===== config.mk =====
export PLATFORM = sky130hd
export DESIGN_NAME = crlf_line_framer_core_flat
export DESIGN_NICKNAME = d
export VERILOG_FILES = /design/src/hdl/crlf_pkg.sv /design/src/hdl/crlf_in_if.sv /design/src/hdl/crlf_out_if.sv /design/src/hdl/crlf_in_stage.sv /design/src/hdl/crlf_frame_logic.sv /design/src/hdl/crlf_out_reg.sv /design/src/hdl/crlf_line_framer_core.sv /design/src/flat_wrapper.sv
export SDC_FILE = /design/constraint.sdc
export NUM_CORES = 1
export LEC_CHECK = 0
export BUFFER_PORTS_ARGS = -buffer_cell sky130_fd_sc_hd__buf_2
export CAP_MARGIN = 10
export CORE_MARGIN = 3
export CORE_UTILIZATION = 41
export CTS_BUF_LIST = sky130_fd_sc_hd__clkbuf_4 sky130_fd_sc_hd__clkbuf_8 sky130_fd_sc_hd__clkbuf_16
export DETAILED_ROUTE_END_ITERATION = 7
export PLACE_DENSITY = 0.66
export SLEW_MARGIN = 20
export SYNTH_ARGS = -nofsm -noshare
export SYNTH_HDL_FRONTEND = slang
export SYNTH_SLANG_ARGS = --single-unit
export TNS_END_PERCENT = 50

===== constraint.sdc =====
create_clock -name clk -period 10.5 [get_ports clk]
set_input_delay 1.575 -clock clk [delete_from_list [all_inputs] [get_ports clk]]
set_output_delay 1.575 -clock clk [all_outputs]
set_load 0.005 [all_outputs]

===== src/hdl/crlf_pkg.sv =====
// Package: shared widths, byte constants, result kinds and result item type for the line framer.
package crlf_pkg;

    localparam int BYTE_W = 8;
    localparam int LEN_W  = 16;
    localparam int KIND_W = 2;

    localparam logic [LEN_W-1:0] MAX_LINE_RESET = LEN_W'(1000);

    localparam logic [BYTE_W-1:0] CHAR_CR = 8'h0D;
    localparam logic [BYTE_W-1:0] CHAR_LF = 8'h0A;

    localparam logic [KIND_W-1:0] KIND_DATA      = 2'd0;
    localparam logic [KIND_W-1:0] KIND_LINE_END  = 2'd1;
    localparam logic [KIND_W-1:0] KIND_TOO_LONG  = 2'd2;
    localparam logic [KIND_W-1:0] KIND_FRAME_ERR = 2'd3;

    // one result item
    typedef struct packed {
        logic [KIND_W-1:0] kind;
        logic [BYTE_W-1:0] data_byte;
        logic [LEN_W-1:0]  line_length;
    } result_t;

endpackage


===== src/hdl/crlf_in_if.sv =====
// Interface: valid/ready channel carrying one received byte item.
interface crlf_in_if;

    logic                    valid;
    logic                    ready;
    logic [crlf_pkg::BYTE_W-1:0] in_byte;

    modport source (output valid, output in_byte, input ready);
    modport sink   (input valid, input in_byte, output ready);

endinterface


===== src/hdl/crlf_out_if.sv =====
// Interface: valid/ready channel carrying one framer result item.
interface crlf_out_if;

    logic                        valid;
    logic                        ready;
    logic [crlf_pkg::KIND_W-1:0] kind;
    logic [crlf_pkg::BYTE_W-1:0] data_byte;
    logic [crlf_pkg::LEN_W-1:0]  line_length;

    modport source (output valid, output kind, output data_byte, output line_length,
                    input ready);
    modport sink   (input valid, input kind, input data_byte, input line_length,
                    output ready);

endinterface


===== src/hdl/crlf_in_stage.sv =====
// Input register: captures one byte item and holds it until the framer consumes it.
module crlf_in_stage (
    input  logic                       clk,
    input  logic                       rst_n,
    input  logic                       in_valid,
    output logic                       in_ready,
    input  logic [crlf_pkg::BYTE_W-1:0] in_byte,
    input  logic                       consume,
    output logic                       held_valid,
    output logic [crlf_pkg::BYTE_W-1:0] held_byte
);
    import crlf_pkg::*;

    logic              valid_reg;
    logic [BYTE_W-1:0] byte_reg;

    // take a new item when empty or when the held one leaves this cycle
    assign in_ready   = !valid_reg || consume;
    assign held_valid = valid_reg;
    assign held_byte  = byte_reg;

    always_ff @(posedge clk or negedge rst_n)
    begin
        if (!rst_n)
        begin
            valid_reg <= 1'b0;
        end
        else if (in_ready)
        begin
            valid_reg <= in_valid;
        end
    end

    always_ff @(posedge clk)
    begin
        if (in_ready && in_valid)
        begin
            byte_reg <= in_byte;
        end
    end

endmodule


===== src/hdl/crlf_frame_logic.sv =====
// Framing state machine: mode, discard CR flag, content counter and the per-byte decision.
module crlf_frame_logic (
    input  logic                        clk,
    input  logic                        rst_n,
    input  logic                        step,
    input  logic [crlf_pkg::BYTE_W-1:0] cur_byte,
    input  logic [crlf_pkg::LEN_W-1:0]  max_line,
    output logic                        res_valid,
    output crlf_pkg::result_t           res
);
    import crlf_pkg::*;

    localparam logic [1:0] MODE_NORMAL     = 2'd0;
    localparam logic [1:0] MODE_CR_PENDING = 2'd1;
    localparam logic [1:0] MODE_DISCARD    = 2'd2;
    localparam logic [1:0] MODE_ERROR      = 2'd3;

    logic [1:0]       mode_reg, mode_next;
    logic             saw_cr_reg, saw_cr_next;
    logic [LEN_W-1:0] count_reg, count_next;

    logic             is_cr;
    logic             is_lf;
    logic             too_long;
    logic [LEN_W:0]   count_plus2;

    assign is_cr       = (cur_byte == CHAR_CR);
    assign is_lf       = (cur_byte == CHAR_LF);
    assign count_plus2 = {1'b0, count_reg} + (LEN_W+1)'(2);
    assign too_long    = (count_plus2 > {1'b0, max_line});

    // per-byte decision
    always_comb
    begin
        mode_next   = mode_reg;
        saw_cr_next = saw_cr_reg;
        count_next  = count_reg;
        res_valid   = 1'b0;
        res         = '0;
        unique case (mode_reg)
            MODE_ERROR:
            begin
                res_valid = 1'b1;
                res.kind  = KIND_FRAME_ERR;
            end
            MODE_DISCARD:
            begin
                if (saw_cr_reg && is_lf)
                begin
                    mode_next   = MODE_NORMAL;
                    saw_cr_next = 1'b0;
                    count_next  = '0;
                end
                else
                begin
                    saw_cr_next = is_cr;
                end
            end
            MODE_CR_PENDING:
            begin
                res_valid = 1'b1;
                if (is_lf)
                begin
                    mode_next       = MODE_NORMAL;
                    count_next      = '0;
                    res.kind        = KIND_LINE_END;
                    res.line_length = count_reg;
                end
                else
                begin
                    mode_next = MODE_ERROR;
                    res.kind  = KIND_FRAME_ERR;
                end
            end
            default:
            begin
                if (too_long)
                begin
                    mode_next   = MODE_DISCARD;
                    saw_cr_next = is_cr;
                    count_next  = '0;
                    res_valid   = 1'b1;
                    res.kind    = KIND_TOO_LONG;
                end
                else if (is_cr)
                begin
                    mode_next = MODE_CR_PENDING;
                end
                else if (is_lf)
                begin
                    mode_next = MODE_ERROR;
                    res_valid = 1'b1;
                    res.kind  = KIND_FRAME_ERR;
                end
                else
                begin
                    count_next    = count_reg + LEN_W'(1);
                    res_valid     = 1'b1;
                    res.kind      = KIND_DATA;
                    res.data_byte = cur_byte;
                end
            end
        endcase
    end

    // state update on each consumed byte
    always_ff @(posedge clk or negedge rst_n)
    begin
        if (!rst_n)
        begin
            mode_reg   <= MODE_NORMAL;
            saw_cr_reg <= 1'b0;
            count_reg  <= '0;
        end
        else if (step)
        begin
            mode_reg   <= mode_next;
            saw_cr_reg <= saw_cr_next;
            count_reg  <= count_next;
        end
    end

endmodule


===== src/hdl/crlf_out_reg.sv =====
// Output register: holds one result item until the receiver takes it.
module crlf_out_reg (
    input  logic              clk,
    input  logic              rst_n,
    input  logic              load,
    input  crlf_pkg::result_t load_res,
    output logic              room,
    crlf_out_if.source        out_ch
);
    import crlf_pkg::*;

    logic    valid_reg;
    result_t res_reg;

    // room when empty or the current item is taken this cycle
    assign room = !valid_reg || out_ch.ready;

    assign out_ch.valid       = valid_reg;
    assign out_ch.kind        = res_reg.kind;
    assign out_ch.data_byte   = res_reg.data_byte;
    assign out_ch.line_length = res_reg.line_length;

    always_ff @(posedge clk or negedge rst_n)
    begin
        if (!rst_n)
        begin
            valid_reg <= 1'b0;
        end
        else if (room)
        begin
            valid_reg <= load;
        end
    end

    always_ff @(posedge clk)
    begin
        if (room && load)
        begin
            res_reg <= load_res;
        end
    end

endmodule


===== src/hdl/crlf_line_framer_core.sv =====
// Top level: CRLF line framer with maximum line length check.
//
// byte_in carries one received byte per item; result_out carries one result item
// (kind, data_byte, line_length) for each byte that causes one. Bytes that cause
// no result (a CR awaiting its LF, bytes dropped after an overlong line) produce
// nothing on result_out.
// A byte accepted into the input register is decided by the framing logic, and
// its result item is loaded into the output register that drives result_out.
// Throughput: one byte per cycle while results are taken; the per-byte work is the
// mode update plus one 17-bit add and compare of the content count against max_line.
// max_line is written through cfg_we/cfg_wdata; the user must write it only while
// the block is idle (the block itself does not enforce this). It resets to 1000.
// Reset clears the input and output registers, puts the framer in normal mode
// with an empty line and clears the sticky framing error.
// When the receiver stalls, the result waits in the output register; the next
// byte still enters the input register, and bytes that produce no result keep
// flowing. byte_in.ready drops only when a result cannot be placed.
module crlf_line_framer_core (
    input  logic                        clk,
    input  logic                        rst_n,
    crlf_in_if.sink                     byte_in,
    crlf_out_if.source                  result_out,
    input  logic                        cfg_we,
    input  logic [crlf_pkg::LEN_W-1:0]  cfg_wdata
);
    import crlf_pkg::*;

    logic              held_valid;
    logic [BYTE_W-1:0] held_byte;
    logic              consume;
    logic              res_valid;
    result_t           res;
    logic              room;
    logic [LEN_W-1:0]  max_line_reg;

    // configuration register
    always_ff @(posedge clk or negedge rst_n)
    begin
        if (!rst_n)
        begin
            max_line_reg <= MAX_LINE_RESET;
        end
        else if (cfg_we)
        begin
            max_line_reg <= cfg_wdata;
        end
    end

    // a held byte is decided when it makes no result or the output has room
    assign consume = held_valid && (!res_valid || room);

    crlf_in_stage u_in_stage (
        .clk        (clk),
        .rst_n      (rst_n),
        .in_valid   (byte_in.valid),
        .in_ready   (byte_in.ready),
        .in_byte    (byte_in.in_byte),
        .consume    (consume),
        .held_valid (held_valid),
        .held_byte  (held_byte)
    );

    crlf_frame_logic u_frame_logic (
        .clk       (clk),
        .rst_n     (rst_n),
        .step      (consume),
        .cur_byte  (held_byte),
        .max_line  (max_line_reg),
        .res_valid (res_valid),
        .res       (res)
    );

    crlf_out_reg u_out_reg (
        .clk      (clk),
        .rst_n    (rst_n),
        .load     (consume && res_valid),
        .load_res (res),
        .room     (room),
        .out_ch   (result_out)
    );

endmodule

===== src/flat_wrapper.sv =====
// flat-port wrapper written by rule: the top's interface ports become plain ports
module crlf_line_framer_core_flat import crlf_pkg::*;
  (clk, rst_n, cfg_we, cfg_wdata, byte_in_valid, byte_in_in_byte, byte_in_ready, result_out_valid, result_out_kind, result_out_data_byte, result_out_line_length, result_out_ready);
  crlf_in_if byte_in_i ();
  crlf_out_if result_out_i ();
  input  logic clk;
  input  logic rst_n;
  input  logic cfg_we;
  input  logic [crlf_pkg::LEN_W-1:0] cfg_wdata;
  input wire logic [$bits(byte_in_i.valid)-1:0] byte_in_valid;
  input wire logic [$bits(byte_in_i.in_byte)-1:0] byte_in_in_byte;
  output wire logic [$bits(byte_in_i.ready)-1:0] byte_in_ready;
  output wire logic [$bits(result_out_i.valid)-1:0] result_out_valid;
  output wire logic [$bits(result_out_i.kind)-1:0] result_out_kind;
  output wire logic [$bits(result_out_i.data_byte)-1:0] result_out_data_byte;
  output wire logic [$bits(result_out_i.line_length)-1:0] result_out_line_length;
  input wire logic [$bits(result_out_i.ready)-1:0] result_out_ready;
  assign byte_in_i.valid = byte_in_valid;
  assign byte_in_i.in_byte = byte_in_in_byte;
  assign byte_in_ready = byte_in_i.ready;
  assign result_out_valid = result_out_i.valid;
  assign result_out_kind = result_out_i.kind;
  assign result_out_data_byte = result_out_i.data_byte;
  assign result_out_line_length = result_out_i.line_length;
  assign result_out_i.ready = result_out_ready;
  crlf_line_framer_core u_core (.clk(clk), .rst_n(rst_n), .byte_in(byte_in_i), .result_out(result_out_i), .cfg_we(cfg_we), .cfg_wdata(cfg_wdata));
endmodule

# After elaboration in Yosys (flattened, before gate mapping)
# Cells that the tools add are included.
[totals] reg_bits=71 in_bits=29 elab_cells=67
[op_classes] addsub=2 n_lt_le_gt_ge=1 n_eq_ne=9 mux=24 bitwise=2 n_reduce_logical=19
[op_table] operator="$mux W16" count=5
[op_table] operator="$pmux W16 S3" count=1
[op_table] operator="$add A16 B2 Y17 const B" count=1
[op_table] operator="$gt A17 B16 Y1" count=1
[op_table] operator="$add A16 B1 Y16 const B" count=1
[op_table] operator="$eq A8 B4 Y1 const B" count=2
[op_table] operator="$mux W2" count=8
[op_table] operator="$pmux W2 S3" count=2
[op_table] operator="$mux W10" count=1
[op_table] operator="$mux W8" count=1
[op_table] operator="$ne A4 B1 Y1 const B" count=2
[op_table] operator="$reduce_and A6 Y1" count=1
[op_table] operator="$reduce_or A6 Y1" count=1
[op_table] operator="$logic_and A1 B1 Y1" count=5
[op_table] operator="$reduce_bool A5 Y1" count=1
[op_table] operator="$eq A2 B2 Y1 const B" count=2
[op_table] operator="$mux W1" count=4
[op_table] operator="$ne A2 B2 Y1 const B" count=2
[op_table] operator="$pmux W1 S2" count=2
[op_table] operator="$reduce_and A4 Y1" count=1
[op_table] operator="$logic_not A1 Y1" count=3
[op_table] operator="$logic_or A1 B1 Y1" count=3
[op_table] operator="$reduce_and A3 Y1" count=1
[op_table] operator="$eq A2 B1 Y1 const B" count=1
[op_table] operator="4 further kinds" count=5

# Depth between registers and ports, before layout
[depth] depth_word=9 depth_mapped=16

# Cells and area by module
# A second synthesis with hierarchy kept.
[unflattened] cells_unflattened=353 hier_area_um2=3943.8
[by_module_without_submodules] mod="crlf_frame_logic" instances=1 cells_each=274 area_each_um2=2140.8 seq_area_each_um2=475.5
[by_module_without_submodules] mod="crlf_out_reg" instances=1 cells_each=30 area_each_um2=834.6 seq_area_each_um2=805.8
[by_module_without_submodules] mod="crlf_line_framer_core" instances=1 cells_each=37 area_each_um2=674.4 seq_area_each_um2=407.9
[by_module_without_submodules] mod="crlf_in_stage" instances=1 cells_each=12 area_each_um2=294.0 seq_area_each_um2=265.3

# Worst setup path after synthesis
# OpenSTA, ideal clock, no wires.
[synth_timing] path_kind="register to output" start="register u_core.u_frame_logic.count_reg[4]" end="output byte_in_ready" arrival_time_ns=2.778 setup_slack_ns=6.147 stages_incl_launch_ff=13 cell_sequence="dfrtp_1 -> buf_2 -> nand4_2 -> or2_2 -> nor3_1 -> xor2_1 -> ha_1 -> a21o_1 -> a21oi_1 -> nor4b_1 -> o21a_1 -> o31ai_1 -> nand3_1"
[synth_between] elab_chain_len=8
[synth_rtl] element="start: declaration" line="crlf_frame_logic.sv:20" source="logic [LEN_W-1:0] count_reg, count_next;"
[synth_rtl] element="start signal: assignment" line="crlf_frame_logic.sv:119" source="count_reg <= count_next;"
[synth_rtl] element="$add A16 B2 Y17" line="crlf_frame_logic.sv:29" source="assign count_plus2 = {1'b0, count_reg} + (LEN_W+1)'(2);"
[synth_rtl] element="$gt A17 B16 Y1" line="crlf_frame_logic.sv:30" source="assign too_long = (count_plus2 > {1'b0, max_line});"
[synth_rtl] element="$mux W1" line="crlf_frame_logic.sv:77" source="if (too_long)"
[synth_rtl] element="$pmux W1 S2" line="crlf_frame_logic.sv:40" source="unique case (mode_reg)"
[synth_rtl] element="$logic_not A1 Y1" line="crlf_line_framer_core.sv:50" source="assign consume = held_valid && (!res_valid || room);"
[synth_rtl] element="$logic_or A1 B1 Y1" line="crlf_line_framer_core.sv:50"
[synth_rtl] element="$logic_and A1 B1 Y1" line="crlf_line_framer_core.sv:50"
[synth_rtl] element="$logic_or A1 B1 Y1" line="crlf_in_stage.sv:18" source="assign in_ready = !valid_reg || consume;"
[synth_rtl] element="end: declaration" line="flat_wrapper.sv:12" source="output wire logic [$bits(byte_in_i.ready)-1:0] byte_in_ready;"
# Every way passes these cells.

# Worst setup path in the final report
[layout_timing] start="register u_core.u_frame_logic.count_reg[3]" end="output byte_in_ready"
# The elaborated chain is that of the path after synthesis.

==> impl_metrics.yaml <==
floorplanning:
  start_util: 0.430
  die_h_um: 105
  fp.dieW_um: 105
  core_um2: 9420
  ios: 57
  num_rows: 35
  die_area_um2: 11100
timing:
  hold_viol_final: 0
  fmax_ghz: 0.186
  slew_viol_final: 0
  post-route-min-period_ns: 5.39
  fin_tns_setup_ns: 0
  worst_pin_slew_ns: 0.866
  fin_worst_skew_ns: 0.0116
  slew_headroom: 0.423
  setup_viol: 0
  finalCritPeriodShare: 0.513
  rsz0062_at_grt: "no"
detailed_routing:
  num_vias: 3003
  drc: 0
  wire_per_inst_um: 16.0
  wl_um: 8950
  drt_iter0_markers: 184
  first_pass_iters: 5
  antenna_left: 0
  avgViaCountPerCell: 5.37
synthesis:
  synth-warning-count: 0
  yosys.cell_types.count: 59
  synth.top_cell.area_share: 0.252
  synth_edf_count: 34
  ys.flop_type: "edfxtp_1"
  yosysSeqAreaShare: 0.483
  ys_seq_elements: 71
  async_flop_share: 0.521
  synth_nets: 429
  syn_area_um2: 4040
  synth_area_leaders: "edfxtp_1 (25%), dfrtp_1 (19%), ha_1 (7.1%)"
  synth_largest_area_cell: "edfxtp_1"
  syn_avg_cell_area_um2: 10.7
  syn_inst: 377
critical_path:
  critPathArrivalTime_ns: 3.81
  path_buf_inv: 1
  cp-end-kind: "output pin"
  crit_top_cell: "nand3_1"
  critPathSlowestCell: "nor4b_1"
  critPathKind: "reg -> out"
  path_cells: "nand3_1 > or2_2 > nor3_1 > xor2_1 > ha_1 > a21o_1 > a21oi_1 > nor4b_1 > o21a_1 > o31ai_1 > nand3_1 > buf_2"
  critical_path.max_fanout: 8
  max_stage_delay_ns: 0.57
  cp-start-kind: "flop"
  critPathRequiredTime_ns: 8.93
  path_delay_family: "simple AND/OR/NAND/NOR gates"
status:
  status: "complete, no violations"
final_layout:
  fin_util: 0.489
  antennaDiodeCount: 0
  syn_to_final_growth_pct: 13.9
  regArea_um2: 1950
  layout-drive-gt1-share: 0.251
  nFillCells: 870
  multi_input_area_um2: 1900
  final_nets: 477
placement:
  portBuffers: 56
  place.gp.congestion: 0.909
  post-dp-hpwl_um: 6480
power:
  p_leak_nw: 2.00
  powerDensity_nw_per_um2: 127
  ir_drop_mv: 0.0588
global_route:
  gr-total-overflow: 0
  track_usage: 0.171
  antenna_found_initial: 0
  grt_max_degree: 38
  grt_first_pass_wirelength_um: 15000
  grt_pass1_vias: 2994
clock_network:
  cts_made_buffers: 9
  clkTransAtPathRegs_ns: 0.07
  clock_latency_ns: 0.36
  cts.sinks: 71
  clockRootBuffer: "clkbuf_8"
  post_cts_buffers: 0
  cts_resized: 0
  clockBufferDepth: 2
  cts_max_level: 3
  cts_tree: "done"
  postCtsHoldBufs: 0
hold_path:
  hold_path_class: "reg -> reg"
flow_run:
  maxCapViolations: 0
cells in the mapped netlist, types with 3 or more instances:
cell type	n
o21ai_0	19
nor2_1	24
clkbuf_1	14
and2_1	9
nand2_1	31
dfrtp_1	31
buf_6	3
buf_2	4
dfstp_2	6
nor3b_1	3
o41ai_2	5
xor2_1	9
nand2b_1	3
ha_1	23
a21oi_1	7
nor4_4	4
and3_1	15
or2_2	4
nor3_1	24
o31ai_1	9
mux2i_1	5
nand4_1	7
xnor2_1	4
inv_1	24
nand3_1	9
o41ai_1	10
edfxtp_1	34
path summary, 6_finish.rpt:
| check | startpoint | end | slack (ns) | cells after the start |
|---|---|---|---|---|
| max | u_core.u_frame_logic.count_reg[3]$_DFFE_PN0P_ | byte_in_ready | 5.11 | 12 |
| min | u_core.max_line_reg[8]$_DFFE_PN1P_ | u_core.max_line_reg[8]$_DFFE_PN1P_ | 0.51 | 2 |
| max reg2reg | u_core.u_frame_logic.count_reg[3]$_DFFE_PN0P_ | u_core.u_frame_logic.count_reg[8]$_DFFE_PN0P_ | 6.21 | 13 |
| min reg2reg | u_core.max_line_reg[8]$_DFFE_PN1P_ | u_core.max_line_reg[8]$_DFFE_PN1P_ | 0.51 | 2 |
| max in group asynchronous | rst_n | u_core.u_frame_logic.count_reg[7]$_DFFE_PN0P_ | 8.63 | 1 |
| min in group asynchronous | rst_n | u_core.u_frame_logic.count_reg[2]$_DFFE_PN0P_ | 1.33 | 1 |
metrics by stage:
step                cell area (um^2)  std cells  total power, mW  setup slack [ns]  hold WS [ns]
finish                          4600        559            0.585              5.11         0.509
global route                    4600        559            0.612              4.86         0.541
CTS                             4600        559            0.592              5.26         0.514
detailed placement              4400        543            0.371              5.68         0.499
global placement                4400        543            0.369              5.77         0.498
floorplan                       4040        377            0.348              6.15         0.480
final cells by class:
type | count | area share
sequential | 71 | 0.424
tap | 129 | 0.0351
multi-input combinational | 260 | 0.412
timing repair buffer | 59 | 0.0658
clock buffer | 9 | 0.0269
inverter | 24 | 0.0196
clock inverter | 7 | 0.0158
report_power, final:
part / switching, mW / internal [mW] / total [mW]
Clock: 0.110 / 0.110 / 0.220
Sequential: 0.00524 / 0.308 / 0.313
Combinational: 0.0319 / 0.0202 / 0.0520
Total: 0.147 / 0.438 / 0.585
worst min-delay path, stage by stage (launching register included):
cell and delay [ns]:
dfstp_2 0.36, inv_1 0.06, o21ai_0 0.08
kinds of logic (layout without fill, tap and decap cells):
kind of cell,count (synthesis),in the layout,share of synthesized area
simple gates,153,153,0.226
xor+xnor,13,13,0.0282
flops,71,71,0.483
buf+inv,46,99,0.0495
mux,6,6,0.0152
fa+ha+maj,23,23,0.0712
compound gates,65,65,0.127
routing by layer:
layer  vias to the layer above  track usage  wire length [um]
li1                       1481            -                 -
met2                        95        0.275              4400
met5                         -            0                 0
met3                        19       0.0355               518
met1                      1408        0.225              3820
met4                         0       0.0712               202
cells in the final DEF (no fill, tap or decap), types with 4 or more instances in the layout:
cell type	count
a21oi_1	7
nand2_1	31
o41ai_1	10
and2_1	9
edfxtp_1	34
mux2i_1	5
inv_1	24
o41ai_2	5
nor3_1	24
nand3_1	9
nor4_4	4
dfstp_2	6
xor2_1	9
ha_1	23
and3_1	15
buf_2	56
clkbuf_8	9
dfrtp_1	31
o21ai_0	19
o31ai_1	9
nand4_1	7
xnor2_1	4
nor2_1	23
or2_2	4
(Power assumes the default switching activity.)
